## src/rtl/bal_pkg.sv

```systemverilog
// Package for the bounded array list: request codes, status codes,
// controller states and the controller-to-datapath command bundle.
// No dependencies.
package bal_pkg;

  localparam int unsigned DEF_CAPACITY  = 16;
  localparam int unsigned DEF_WORD_BITS = 32;

  localparam int unsigned OPCODE_W = 3;
  localparam int unsigned POS_W    = 4;
  localparam int unsigned IO_WORD_W = 32;
  localparam int unsigned STATUS_W = 2;
  localparam int unsigned COUNT_W  = 5;

  localparam int unsigned S_TDATA_W = 40;
  localparam int unsigned M_TDATA_W = 48;

  typedef enum logic [OPCODE_W-1:0] {
    OP_PUSH   = 3'd0,
    OP_POP    = 3'd1,
    OP_INSERT = 3'd2,
    OP_REMOVE = 3'd3,
    OP_GET    = 3'd4
  } opcode_e;

  typedef enum logic [STATUS_W-1:0] {
    ST_OK    = 2'd0,
    ST_FULL  = 2'd1,
    ST_RANGE = 2'd2
  } status_e;

  typedef enum logic {
    REQ_EMPTY,
    REQ_PENDING
  } req_state_e;

  typedef struct packed {
    logic load_req;
    logic exec;
  } bal_cmd_t;

endpackage

```

## src/rtl/bal_ctrl.sv

```systemverilog
// Controller of the bounded array list: request slot state machine and
// result valid flag, issuing load and execute commands to the datapath.
// Depends on bal_pkg.
module bal_ctrl
  import bal_pkg::*;
(
  input  logic     clk_i,
  input  logic     rst_ni,
  input  logic     s_tvalid_i,
  output logic     s_tready_o,
  output logic     m_tvalid_o,
  input  logic     m_tready_i,
  output bal_cmd_t cmd_o
);

  req_state_e state_q, state_d;
  logic       out_valid_q, out_valid_d;

  always_ff @(posedge clk_i or negedge rst_ni) begin
    if (!rst_ni) begin
      state_q     <= REQ_EMPTY;
      out_valid_q <= 1'b0;
    end else begin
      state_q     <= state_d;
      out_valid_q <= out_valid_d;
    end
  end

  always_comb begin
    cmd_o.exec     = 1'b0;
    cmd_o.load_req = 1'b0;
    s_tready_o     = 1'b0;
    state_d        = state_q;
    case (state_q)
      REQ_EMPTY: begin
        s_tready_o = 1'b1;
      end
      REQ_PENDING: begin
        cmd_o.exec = !out_valid_q || m_tready_i;
        s_tready_o = cmd_o.exec;
      end
      default: begin
        state_d = REQ_EMPTY;
      end
    endcase
    cmd_o.load_req = s_tvalid_i && s_tready_o;
    if (cmd_o.load_req) begin
      state_d = REQ_PENDING;
    end else if (cmd_o.exec) begin
      state_d = REQ_EMPTY;
    end
    if (cmd_o.exec) begin
      out_valid_d = 1'b1;
    end else if (m_tready_i) begin
      out_valid_d = 1'b0;
    end else begin
      out_valid_d = out_valid_q;
    end
  end

  assign m_tvalid_o = out_valid_q;

  // a waiting result must not be overwritten
  assert property (@(posedge clk_i) disable iff (!rst_ni)
    (out_valid_q && !m_tready_i) |-> !cmd_o.exec)
    else $error("result overwritten while stalled");

  assert property (@(posedge clk_i) disable iff (!rst_ni)
    cmd_o.load_req |=> (state_q == REQ_PENDING))
    else $error("accepted request lost");

  assert property (@(posedge clk_i) disable iff (!rst_ni)
    (state_q == REQ_PENDING && !cmd_o.exec) |=> (state_q == REQ_PENDING))
    else $error("pending request dropped without execution");

  assert property (@(posedge clk_i) disable iff (!rst_ni)
    cmd_o.exec |=> out_valid_q)
    else $error("executed request gave no result");

endmodule

```

## src/rtl/bal_datapath.sv

```systemverilog
// Datapath of the bounded array list: request register, chain of entry
// cells with parallel shift, fill count and result register.
// Depends on bal_pkg.
module bal_datapath
  import bal_pkg::*;
#(
  parameter int unsigned CAPACITY  = DEF_CAPACITY,
  parameter int unsigned WORD_BITS = DEF_WORD_BITS
) (
  input  logic                 clk_i,
  input  logic                 rst_ni,
  input  bal_cmd_t             cmd_i,
  input  logic [OPCODE_W-1:0]  opcode_i,
  input  logic [POS_W-1:0]     position_i,
  input  logic [IO_WORD_W-1:0] word_in_i,
  output logic [IO_WORD_W-1:0] word_out_o,
  output logic [STATUS_W-1:0]  status_o,
  output logic [COUNT_W-1:0]   entry_count_o,
  output logic                 full_flag_o,
  output logic                 empty_flag_o
);

  localparam int unsigned CNT_W  = $clog2(CAPACITY + 1);
  localparam int unsigned CMP_W  = (CNT_W > POS_W) ? CNT_W : POS_W;
  localparam int unsigned EXT_W  = (WORD_BITS > IO_WORD_W) ? WORD_BITS : IO_WORD_W;
  localparam int unsigned EXTC_W = (CNT_W > COUNT_W) ? CNT_W : COUNT_W;

  logic [OPCODE_W-1:0]  req_op_q;
  logic [POS_W-1:0]     req_pos_q;
  logic [WORD_BITS-1:0] req_word_q;
  logic [EXT_W-1:0]     word_in_ext;

  logic [WORD_BITS-1:0] cell_q [CAPACITY];
  logic [WORD_BITS-1:0] cell_d [CAPACITY];
  logic [CNT_W-1:0]     count_q, count_d;

  logic [IO_WORD_W-1:0] word_out_q;
  logic [STATUS_W-1:0]  status_q;
  logic [COUNT_W-1:0]   count_out_q;
  logic                 full_out_q, empty_out_q;

  logic [CMP_W-1:0]     pos_c, cnt_c;
  logic                 is_full, pos_lt_cnt, pos_ge_cap;
  logic                 do_push, do_ins, do_rem, do_get;
  status_e              status_d;
  logic [WORD_BITS-1:0] rd_word;
  logic [EXT_W-1:0]     rd_ext;
  logic [EXTC_W-1:0]    count_ext;

  assign word_in_ext = EXT_W'(word_in_i);

  always_ff @(posedge clk_i) begin
    if (cmd_i.load_req) begin
      req_op_q   <= opcode_i;
      req_pos_q  <= position_i;
      req_word_q <= word_in_ext[WORD_BITS-1:0];
    end
  end

  assign pos_c      = CMP_W'(req_pos_q);
  assign cnt_c      = CMP_W'(count_q);
  assign is_full    = (count_q == CNT_W'(CAPACITY));
  assign pos_lt_cnt = (pos_c < cnt_c);
  assign pos_ge_cap = (pos_c >= CMP_W'(CAPACITY));

  always_comb begin
    do_push  = 1'b0;
    do_ins   = 1'b0;
    do_rem   = 1'b0;
    do_get   = 1'b0;
    status_d = ST_OK;
    count_d  = count_q;
    case (req_op_q)
      OP_PUSH: begin
        if (is_full) begin
          status_d = ST_FULL;
        end else begin
          do_push = 1'b1;
          count_d = count_q + 1'b1;
        end
      end
      OP_POP: begin
        if (count_q != '0) begin
          count_d = count_q - 1'b1;
        end
      end
      OP_INSERT: begin
        if (pos_ge_cap) begin
          status_d = ST_RANGE;
        end else if (is_full) begin
          status_d = ST_FULL;
        end else if (!pos_lt_cnt) begin
          status_d = ST_RANGE;
        end else begin
          do_ins  = 1'b1;
          count_d = count_q + 1'b1;
        end
      end
      OP_REMOVE: begin
        if (!pos_lt_cnt) begin
          status_d = ST_RANGE;
        end else begin
          do_rem  = 1'b1;
          count_d = count_q - 1'b1;
        end
      end
      OP_GET: begin
        if (!pos_lt_cnt) begin
          status_d = ST_RANGE;
        end else begin
          do_get = 1'b1;
        end
      end
      default: begin
        status_d = ST_OK;
      end
    endcase
  end

  // each cell sees only its neighbours
  for (genvar i = 0; i < CAPACITY; i++) begin : g_cell
    logic [WORD_BITS-1:0] lower_w, upper_w;
    logic [CMP_W-1:0]     idx_w, idx_nx_w;
    if (i > 0) begin : g_lo
      assign lower_w = cell_q[i-1];
    end else begin : g_lo0
      assign lower_w = cell_q[i];
    end
    if (i < CAPACITY - 1) begin : g_hi
      assign upper_w = cell_q[i+1];
    end else begin : g_hi_last
      assign upper_w = cell_q[i];
    end
    assign idx_w    = CMP_W'(i);
    assign idx_nx_w = CMP_W'(i + 1);
    assign cell_d[i] =
      (do_push && idx_w == cnt_c)                    ? req_word_q :
      (do_ins && idx_w == pos_c)                     ? req_word_q :
      (do_ins && idx_w > pos_c && idx_w <= cnt_c)    ? lower_w    :
      (do_rem && idx_w >= pos_c && idx_nx_w < cnt_c) ? upper_w    :
                                                       cell_q[i];
  end

  always_ff @(posedge clk_i) begin
    if (cmd_i.exec) begin
      cell_q <= cell_d;
    end
  end

  always_comb begin
    rd_word = '0;
    for (int i = 0; i < CAPACITY; i++) begin
      if (do_get && pos_c == CMP_W'(i)) begin
        rd_word = cell_q[i];
      end
    end
  end

  assign rd_ext    = EXT_W'(rd_word);
  assign count_ext = EXTC_W'(count_d);

  always_ff @(posedge clk_i or negedge rst_ni) begin
    if (!rst_ni) begin
      count_q <= '0;
    end else if (cmd_i.exec) begin
      count_q <= count_d;
    end
  end

  always_ff @(posedge clk_i) begin
    if (cmd_i.exec) begin
      word_out_q  <= rd_ext[IO_WORD_W-1:0];
      status_q    <= status_d;
      count_out_q <= count_ext[COUNT_W-1:0];
      full_out_q  <= (count_d == CNT_W'(CAPACITY));
      empty_out_q <= (count_d == '0);
    end
  end

  assign word_out_o    = word_out_q;
  assign status_o      = status_q;
  assign entry_count_o = count_out_q;
  assign full_flag_o   = full_out_q;
  assign empty_flag_o  = empty_out_q;

  assert property (@(posedge clk_i) disable iff (!rst_ni)
    count_q <= CNT_W'(CAPACITY))
    else $error("fill count beyond capacity");

  assert property (@(posedge clk_i) disable iff (!rst_ni)
    (cmd_i.exec && (do_push || do_ins)) |=> (count_q == $past(count_q) + 1'b1))
    else $error("append or insert did not grow the list");

  assert property (@(posedge clk_i) disable iff (!rst_ni)
    !cmd_i.exec |=> $stable(count_q))
    else $error("fill count moved without a request");

endmodule

```

## src/rtl/bounded_array_list_core.sv

```systemverilog
// Bounded array list, top level: stream ports, request field unpacking and
// result packing around controller and datapath.
// Depends on bal_pkg, bal_ctrl and bal_datapath.
//
// Use: one request in on the s_ group gives exactly one result on the m_
// group. A request carries opcode (push, pop, insert, remove, get), a
// position and a word; the result carries the word read by get, a status
// (ok, list full, index out of range), the entry count after the request
// and full and empty flags.
// A request taken waits in the request register until the result register
// is free or being read; it is then executed, the result register loads and
// m_tvalid_o rises.
// Throughput: one request per cycle while the receiver does not stall.
// Entry cells all shift in parallel, so insert and remove need one execute.
// One request register and one result register sit between the sides: a
// new request is taken while a result waits. When the receiver stalls, the
// result holds, the pending request waits and s_tready_o drops.
// Reset clears the fill count and both valid flags; the list is empty and
// entry contents are undefined until written.
module bounded_array_list_core
  import bal_pkg::*;
#(
  parameter int unsigned CAPACITY  = DEF_CAPACITY,
  parameter int unsigned WORD_BITS = DEF_WORD_BITS
) (
  input  logic                 clk_i,
  input  logic                 rst_ni,
  input  logic                 s_tvalid_i,
  output logic                 s_tready_o,
  // opcode [2:0], position [6:3], word_in [38:7], zero [39]
  input  logic [S_TDATA_W-1:0] s_tdata_i,
  output logic                 m_tvalid_o,
  input  logic                 m_tready_i,
  // word_out [31:0], status [33:32], entry_count [38:34],
  // full_flag [39], empty_flag [40], zero [47:41]
  output logic [M_TDATA_W-1:0] m_tdata_o
);

  bal_cmd_t             cmd;
  logic [IO_WORD_W-1:0] word_out;
  logic [STATUS_W-1:0]  status;
  logic [COUNT_W-1:0]   entry_count;
  logic                 full_flag, empty_flag;

  bal_ctrl u_ctrl (
    .clk_i      (clk_i),
    .rst_ni     (rst_ni),
    .s_tvalid_i (s_tvalid_i),
    .s_tready_o (s_tready_o),
    .m_tvalid_o (m_tvalid_o),
    .m_tready_i (m_tready_i),
    .cmd_o      (cmd)
  );

  bal_datapath #(
    .CAPACITY  (CAPACITY),
    .WORD_BITS (WORD_BITS)
  ) u_datapath (
    .clk_i         (clk_i),
    .rst_ni        (rst_ni),
    .cmd_i         (cmd),
    .opcode_i      (s_tdata_i[2:0]),
    .position_i    (s_tdata_i[6:3]),
    .word_in_i     (s_tdata_i[38:7]),
    .word_out_o    (word_out),
    .status_o      (status),
    .entry_count_o (entry_count),
    .full_flag_o   (full_flag),
    .empty_flag_o  (empty_flag)
  );

  assign m_tdata_o = {7'd0, empty_flag, full_flag, entry_count, status, word_out};

endmodule

```

## config.mk

```make
export PLATFORM = sky130hd
export DESIGN_NAME = bounded_array_list_core
export DESIGN_NICKNAME = d
export VERILOG_FILES = /design/src/rtl/bal_pkg.sv /design/src/rtl/bal_ctrl.sv /design/src/rtl/bal_datapath.sv /design/src/rtl/bounded_array_list_core.sv
export SDC_FILE = /design/constraint.sdc
export NUM_CORES = 2
export LEC_CHECK = 0
export BUFFER_PORTS_ARGS = -buffer_cell sky130_fd_sc_hd__buf_2
export CAP_MARGIN = 25
export CORE_UTILIZATION = 60
export CTS_CLUSTER_SIZE = 12
export DETAILED_ROUTE_END_ITERATION = 16
export PLACE_DENSITY_LB_ADDON = 0.12
export SLEW_MARGIN = 20
export SYNTH_ARGS = -nofsm -noshare
export SYNTH_HDL_FRONTEND = slang
export SYNTH_SLANG_ARGS = --single-unit
```

## constraint.sdc

```tcl
create_clock -name clk_i -period 10.3 [get_ports clk_i]
set_input_delay 2.06 -clock clk_i [delete_from_list [all_inputs] [get_ports clk_i]]
set_output_delay 2.06 -clock clk_i [all_outputs]
set_load 0.05 [all_outputs]
```

* Yosys cells after proc, flatten, opt, wreduce, memory -nomap -nowiden *
Cells that the tools add are included.

word-level totals
  word-level logic and storage cells = 404
  output and inout bits = 50
  bits in registers = 599

operators by class
  $add $sub $neg = 2
  muxes and demuxes = 105
  $lt $le $gt $ge = 64
  equality and inequality tests = 52
  bitwise operators = 1
  reductions and logical operators = 153

operator list
  cell                  number
  $mux W32              79
  $logic_and A1 B1 Y1   111
  $reduce_bool A4 Y1    14
  $eq A4 B5 Y1 const A  8
  $le A4 B5 Y1 const A  8
  $lt A4 B5 Y1 const A  8
  $eq A4 B4 Y1 const A  8
  $eq A4 B4 Y1 const B  8
  $gt A4 B4 Y1 const A  8
  $mux W5               6
  $reduce_and A2 Y1     15
  $ge A4 B4 Y1 const A  7
  $eq A3 B5 Y1 const A  4
  $le A3 B5 Y1 const A  4
  $lt A3 B5 Y1 const A  4
  $pmux W5 S4           1
  $eq A3 B4 Y1 const A  4
  $eq A4 B3 Y1 const B  4
  $ge A3 B4 Y1 const A  4
  $gt A3 B4 Y1 const A  4
  $logic_not A5 Y1      3
  $mux W1               14
  $eq A2 B5 Y1 const A  2
  $eq A5 B5 Y1 const B  2
  33 further kinds      47

* Depth between registers and ports, before layout *
  word-level depth = 20
  gate-level depth with buffers = 12
  gate-level depth less buffers = 9

* Cells and area by module *
From an unflattened synthesis, not the netlist that was laid out.

second synthesis, totals
  cell total of the unflattened synthesis = 3,252
  area, all modules = 34,605.7 sq um

by module, submodules not included
  module                   area an instance (sq um)  cells each  instances  seq. area each (sq um)
  bal_datapath             34,415.5                  3,232       1          17,902.2
  bal_ctrl                 118.9                     10          1          50.0
  bounded_array_list_core  71.3                      10          1          0.0

* Least setup slack after synthesis *
No wires, ideal clock.

  path kind = reg2reg
  start point = register u_datapath.count_q[2], in the netlist u_datapath.cnt_c[2]
  end point = register u_datapath.cell_q (netlist bit u_datapath.g_cell[13].upper_w[0]) (enable)
  library setup time = 441 ps
  arrival = 4,344 ps
  stages on the path, launching flop included = 12
  slack = 5,516 ps
  buffers on the path = 4
  clock period less this slack = 4,784 ps
  cell sequence = dfrtp_1 > clkbuf_1 > inv_1 > ha_1 > o21a_1 > o21ai_0 > o21ai_2 > buf_6 > or3_1 > buf_2 > buf_6 > a31oi_1

on the way
  cells in the longest elaborated chain, start to end = 9

RTL lines
  element                            RTL line                                 text
  start: declaration                 bal_datapath.sv:35                       logic [CNT_W-1:0] count_q, count_d;
  start signal: assignment           bal_datapath.sv:166                      count_q <= count_d;
  $lt A4 B5 Y1                       bal_datapath.sv:63                       assign pos_lt_cnt = (pos_c < cnt_c);
  $mux W1                            bal_datapath.sv:92, bal_datapath.sv:100
  $mux W1                            bal_datapath.sv:90                       end else if (is_full) begin
  $mux W1                            bal_datapath.sv:88                       if (pos_ge_cap) begin
  $mux W1                            bal_datapath.sv:73                       case (req_op_q)
  $logic_and A1 B1 Y1 (2 in series)  bal_datapath.sv:139                      (do_ins && idx_w > pos_c && idx_w <= cnt_c) ? lower_w :
  $reduce_bool A4 Y1 (no line) *     -
  $reduce_and A2 Y1 (no line) *      -
  end signal: assignment             bal_datapath.sv:146                      cell_q <= cell_d;
  end: declaration                   bal_datapath.sv:33                       logic [WORD_BITS-1:0] cell_q [CAPACITY];

Every way passes the cells marked *; elsewhere a longest branch is shown, timed or not.
A chain may end at the register's enable or synchronous reset.

* Final worst setup path *
  start point = register u_datapath.count_q[2], in the netlist u_datapath.cnt_c[2]
  end point = register u_datapath.cell_q (netlist bit u_datapath.g_cell[3].upper_w[17]) (enable)

Same word-level chain as after synthesis.

==> impl_results.html <==
<table>
<tr><th>Metric</th><th>Value</th></tr>
<tr><th colspan="2">Status</th></tr>
<tr><td>Outcome</td><td>complete, no violations</td></tr>
<tr><th colspan="2">Synth</th></tr>
<tr><td>Dominant register cell in the synthesized netlist</td><td>sky130_fd_sc_hd__edfxtp_1</td></tr>
<tr><td>FFs w/ async S/R, synth</td><td>0.01169</td></tr>
<tr><td>Number of distinct library cell variants in the gate-level netlist after synthesis</td><td>72</td></tr>
<tr><td>Count of synthesis-stage warnings from yosys</td><td>0</td></tr>
<tr><td>Syn Inst Count</td><td>3,156</td></tr>
<tr><td>Post-Synthesis Mean Instance Area</td><td>10.77 µm²</td></tr>
<tr><td>Register area share after synthesis</td><td>0.5280</td></tr>
<tr><td>Netlist area before placement</td><td>0.03400 mm²</td></tr>
<tr><td>Synthesized flop and latch total</td><td>599</td></tr>
<tr><td>Count of flip-flops with a built-in enable after synthesis</td><td>592</td></tr>
<tr><th colspan="2">Final layout</th></tr>
<tr><td>Post-route cell area</td><td>0.03705 mm²</td></tr>
<tr><td>Most common library cell in the layout ignoring fill and taps</td><td>sky130_fd_sc_hd__edfxtp_1</td></tr>
<tr><td># diodes</td><td>0</td></tr>
<tr><td>Layout cells sized above 1</td><td>0.1290</td></tr>
<tr><td>Area added between synthesis and finish</td><td>8.960%</td></tr>
<tr><td>Most frequent cells in the layout</td><td>592 x sky130_fd_sc_hd__edfxtp_1, 510 x sky130_fd_sc_hd__nand2_1, 478 x sky130_fd_sc_hd__mux2i_1</td></tr>
<tr><td>Post-layout net count</td><td>3,156</td></tr>
<tr><td>Fillers</td><td>4,304</td></tr>
<tr><th colspan="2">CTS</th></tr>
<tr><td>Number of clock sinks seen by CTS</td><td>599</td></tr>
<tr><td>Count of buffers added by post-CTS timing repair for setup</td><td>0</td></tr>
<tr><td>Later-pin clock latency in the skew report</td><td>0.62 ns</td></tr>
<tr><td>Number of buffers created by CTS</td><td>68</td></tr>
<tr><td>TritonCTS clock tree</td><td>built</td></tr>
<tr><td>H-tree levels</td><td>3</td></tr>
<tr><td>Post-cts hold buffer count</td><td>0</td></tr>
<tr><td>Clock transition at the registers of the reported paths</td><td>0.06 ns</td></tr>
<tr><td>Root buffer cell</td><td>sky130_fd_sc_hd__clkbuf_16</td></tr>
<tr><td>Max Root-Sink Buffers</td><td>3</td></tr>
<tr><td>Count of instances resized after the clock tree is built</td><td>0</td></tr>
<tr><th colspan="2">STA</th></tr>
<tr><td>F_max</td><td>0.1919 GHz</td></tr>
<tr><td>Worst-case headroom to the max-slew limit</td><td>0.2646</td></tr>
<tr><td>Post-layout minimum cycle time</td><td>5.210 ns</td></tr>
<tr><td>Count of final hold-check violations</td><td>0</td></tr>
<tr><td>RSZ-0062 raised after global routing</td><td>false</td></tr>
<tr><td>Final max-slew violation count</td><td>0</td></tr>
<tr><td>Setup_tns</td><td>0 ns</td></tr>
<tr><td>Measured slew at the worst slew-check pin</td><td>1.099 ns</td></tr>
<tr><td>Final Cycle Share</td><td>0.5059</td></tr>
<tr><td>Setup clock skew after layout</td><td>0.02020 ns</td></tr>
<tr><td>Number of setup violations in the final report</td><td>0</td></tr>
<tr><th colspan="2">Floorplan</th></tr>
<tr><td>DIE WIDTH</td><td>240.1 µm</td></tr>
<tr><td>Die height</td><td>240.1 µm</td></tr>
<tr><td>Std-Cell Core Area</td><td>0.05552 mm²</td></tr>
<tr><td>Num rows</td><td>86</td></tr>
<tr><td>Die outline area</td><td>0.05763 mm²</td></tr>
<tr><td>Ports</td><td>94</td></tr>
<tr><td>Effective utilization at floorplan</td><td>0.6124</td></tr>
<tr><th colspan="2">Detailed routing</th></tr>
<tr><td>Via count</td><td>27,087</td></tr>
<tr><td>Number of detailed-route iterations in the first pass</td><td>10</td></tr>
<tr><td>Number of nets with antenna violations after detailed routing</td><td>0</td></tr>
<tr><td>Mean routed wirelength per cell</td><td>29.13 µm</td></tr>
<tr><td>Final WL</td><td>113,700 µm</td></tr>
<tr><td>Remaining DRCs</td><td>0</td></tr>
<tr><td>Drt first-iter violations</td><td>3,555</td></tr>
<tr><td>Routed via count divided by cell count</td><td>6.942</td></tr>
<tr><th colspan="2">Global route</th></tr>
<tr><td>Number of global-route vias before repair</td><td>25,823</td></tr>
<tr><td>Number of antenna violations at the first check in global routing</td><td>2</td></tr>
<tr><td>Tot GR Track Use</td><td>0.3930</td></tr>
<tr><td>Wire length of the first global-routing pass</td><td>166,400 µm</td></tr>
<tr><td>Largest net degree at the start of global routing</td><td>66</td></tr>
<tr><td>Overall overflow remaining after global route</td><td>0</td></tr>
<tr><th colspan="2">Power and ir drop</th></tr>
<tr><td>Switching power of the nets</td><td>1.905 mW</td></tr>
<tr><td>Share of total power in combinational logic</td><td>0.165</td></tr>
<tr><td>Pwr dens</td><td>171.0 mW/mm²</td></tr>
<tr><td>Internal power</td><td>4.432 mW</td></tr>
<tr><td>Highest ir drop seen on vdd</td><td>0.1331 mV</td></tr>
<tr><td>Power consumption</td><td>6.337 mW</td></tr>
<tr><td>Switching share of power</td><td>0.3006</td></tr>
<tr><td>Leakage</td><td>13.21 nW</td></tr>
<tr><td>Clk pwr share</td><td>0.362</td></tr>
<tr><td>Sequential group share of total power</td><td>0.473</td></tr>
<tr><th colspan="2">Setup path</th></tr>
<tr><td>Crit path capture type</td><td>flip-flop</td></tr>
<tr><td>Crit Path Class</td><td>flip-flop to flip-flop</td></tr>
<tr><td>CP max FO</td><td>65</td></tr>
<tr><td>Type of origin of the critical path</td><td>flip-flop</td></tr>
<tr><td>Arrival time of the worst setup path</td><td>5.48 ns</td></tr>
<tr><td>Worst EP required</td><td>10.57 ns</td></tr>
<tr><th colspan="2">Place</th></tr>
<tr><td>HPWL after detailed placement</td><td>72,230 µm</td></tr>
<tr><td>Final weighted congestion in routability-driven placement</td><td>0.9606</td></tr>
<tr><td>Buffers on Ports</td><td>85</td></tr>
<tr><td>Placed standard-cell area</td><td>0.03496 mm²</td></tr>
<tr><th colspan="2">Worst hold path</th></tr>
<tr><td>Classification of the worst-slack hold path</td><td>flip-flop to flip-flop</td></tr>
<tr><th colspan="2">Job</th></tr>
<tr><td>Max Cap Violations</td><td>0</td></tr>
</table>
-- metal layers --
layer  part of all wire  track usage
met1               0.40       0.5565
met2               0.43       0.5723
met3               0.14       0.1145
met4              0.034       0.1432
met5            0.00029            0
-- final timing paths --
check | start | end | slack (ns) | depth (start not counted)
min reg2reg | u_ctrl.state_q | u_ctrl.m_tvalid_o | 0.53 | 1
max reg2reg | u_datapath.cnt_c[2] | u_datapath.g_cell[3].upper_w[17] | 5.09 | 11
min | u_ctrl.state_q | u_ctrl.m_tvalid_o | 0.53 | 1
min in group asynchronous | rst_ni | u_datapath.cnt_c[2] | 1.28 | 1
max in group asynchronous | rst_ni | u_datapath.cnt_c[1] | 8.84 | 1
max | u_datapath.cnt_c[2] | u_datapath.g_cell[3].upper_w[17] | 5.09 | 11
-- flip-flops by register name, summed over array words and instances (netlist names) --
signal and count:
u_datapath.req_word_q 32, u_datapath.g_cell.lower_w 96, u_datapath.full_flag_o 1, u_datapath.word_out_o 32, u_datapath.req_op_q 3, u_datapath.req_pos_q 4
u_datapath.g_cell.upper_w 416, u_datapath.entry_count_o 5, u_ctrl.state_q 1, u_datapath.cnt_c 5, u_datapath.status_o 2, u_datapath.empty_flag_o 1
u_ctrl.m_tvalid_o 1
-- cell families (layout without fill, tap and decap cells) --
group / after synthesis / after routing / synth area share
compound gates: 936 / 936 / 0.1697
xor+xnor: 2 / 2 / 0.0005153
fa+ha+maj: 8 / 8 / 0.002944
buf+inv: 314 / 306 / 0.04158
flops: 599 / 599 / 0.5280
mux: 550 / 550 / 0.1652
other cells: 1 / 7 / 0.0001103
simple gates: 746 / 746 / 0.09196
-- per-stage QoR --
step | utilization | setup slack [ns] | hold WS (ns) | std cells
floorplan | - | 5.516 | 0.4572 | 3162
CTS | 0.6661 | 4.823 | 0.5231 | 3899
finish | 0.6673 | 5.090 | 0.5250 | 3902
detailed placement | 0.6296 | 4.805 | 0.5114 | 3779
global route | 0.6673 | 4.782 | 0.5466 | 3902
global placement | 0.6289 | 4.872 | 0.4893 | 3776
-- power by group through the flow --
stage          Sequential, mW  Clock, mW  Combinational [mW]
4_1_cts                  2.99       2.30                1.01
3_5_place_dp             3.04          0                1.01
5_1_grt                  3.00       2.38                1.10
2_1_floorplan            3.01          0               0.672
6_report                 3.00       2.29                1.05
3_3_place_gp             3.03          0               0.986
-- final cells by class --
class,count,area [µm²],area share
multi-input cells,2249,14980,0.4044
clock buffers,87,1794,0.04843
repair buffers,164,1071,0.02891
inverters,22,82.58,0.002229
flip-flops and latches,599,17950,0.4845
clock inverters,33,230.2,0.006214
well taps,748,935.9,0.02526
-- cell usage after synthesis, types with 5 or more instances --
cell type,count,area share
sky130_fd_sc_hd__o21ai_1,205,0.030
sky130_fd_sc_hd__o31ai_1,31,0.0068
sky130_fd_sc_hd__mux2i_1,478,0.14
sky130_fd_sc_hd__nand2b_1,13,0.0024
sky130_fd_sc_hd__mux2_2,70,0.023
sky130_fd_sc_hd__a32o_1,9,0.0026
sky130_fd_sc_hd__nor2_1,118,0.013
sky130_fd_sc_hd__a211oi_1,47,0.010
sky130_fd_sc_hd__o221a_2,18,0.0060
sky130_fd_sc_hd__buf_2,80,0.012
sky130_fd_sc_hd__nand2_1,512,0.057
sky130_fd_sc_hd__a31oi_1,14,0.0026
sky130_fd_sc_hd__a22o_1,22,0.0057
sky130_fd_sc_hd__dfrtp_1,7,0.0052
sky130_fd_sc_hd__a32oi_1,8,0.0021
sky130_fd_sc_hd__edfxtp_1,592,0.52
sky130_fd_sc_hd__a22oi_1,29,0.0064
sky130_fd_sc_hd__o2111ai_1,5,0.0013
sky130_fd_sc_hd__a21oi_1,84,0.012
sky130_fd_sc_hd__clkbuf_1,172,0.019
sky130_fd_sc_hd__o22a_1,9,0.0023
sky130_fd_sc_hd__ha_1,8,0.0029
sky130_fd_sc_hd__nor2b_1,29,0.0053
sky130_fd_sc_hd__buf_4,22,0.0049
sky130_fd_sc_hd__or3_1,5,0.00092
sky130_fd_sc_hd__nor3_1,19,0.0028
sky130_fd_sc_hd__buf_1,11,0.0012
sky130_fd_sc_hd__o211ai_1,14,0.0031
sky130_fd_sc_hd__nand3_1,13,0.0019
sky130_fd_sc_hd__a221oi_1,27,0.0070
sky130_fd_sc_hd__and2_1,5,0.00092
sky130_fd_sc_hd__or2_2,5,0.00092
sky130_fd_sc_hd__o221ai_1,27,0.0070
sky130_fd_sc_hd__buf_6,7,0.0023
sky130_fd_sc_hd__o21ai_0,297,0.044
sky130_fd_sc_hd__o21a_1,5,0.0011
sky130_fd_sc_hd__o22ai_1,57,0.010
sky130_fd_sc_hd__inv_1,20,0.0022
-- worst max-delay path, stage by stage, from the launching register on --
cell,delay [ns]
sky130_fd_sc_hd__dfrtp_1,0.77
sky130_fd_sc_hd__inv_1,0.32
sky130_fd_sc_hd__ha_1,0.35
sky130_fd_sc_hd__o21a_1,0.26
sky130_fd_sc_hd__o21ai_0,0.47
sky130_fd_sc_hd__o21a_1,0.56
sky130_fd_sc_hd__buf_6,0.25
sky130_fd_sc_hd__a32o_2,0.17
sky130_fd_sc_hd__buf_4,0.52
sky130_fd_sc_hd__a41oi_1,0.16
sky130_fd_sc_hd__a21oi_4,0.55
sky130_fd_sc_hd__buf_4,0.43
Note: power is estimated with default switching activity, not from simulation.
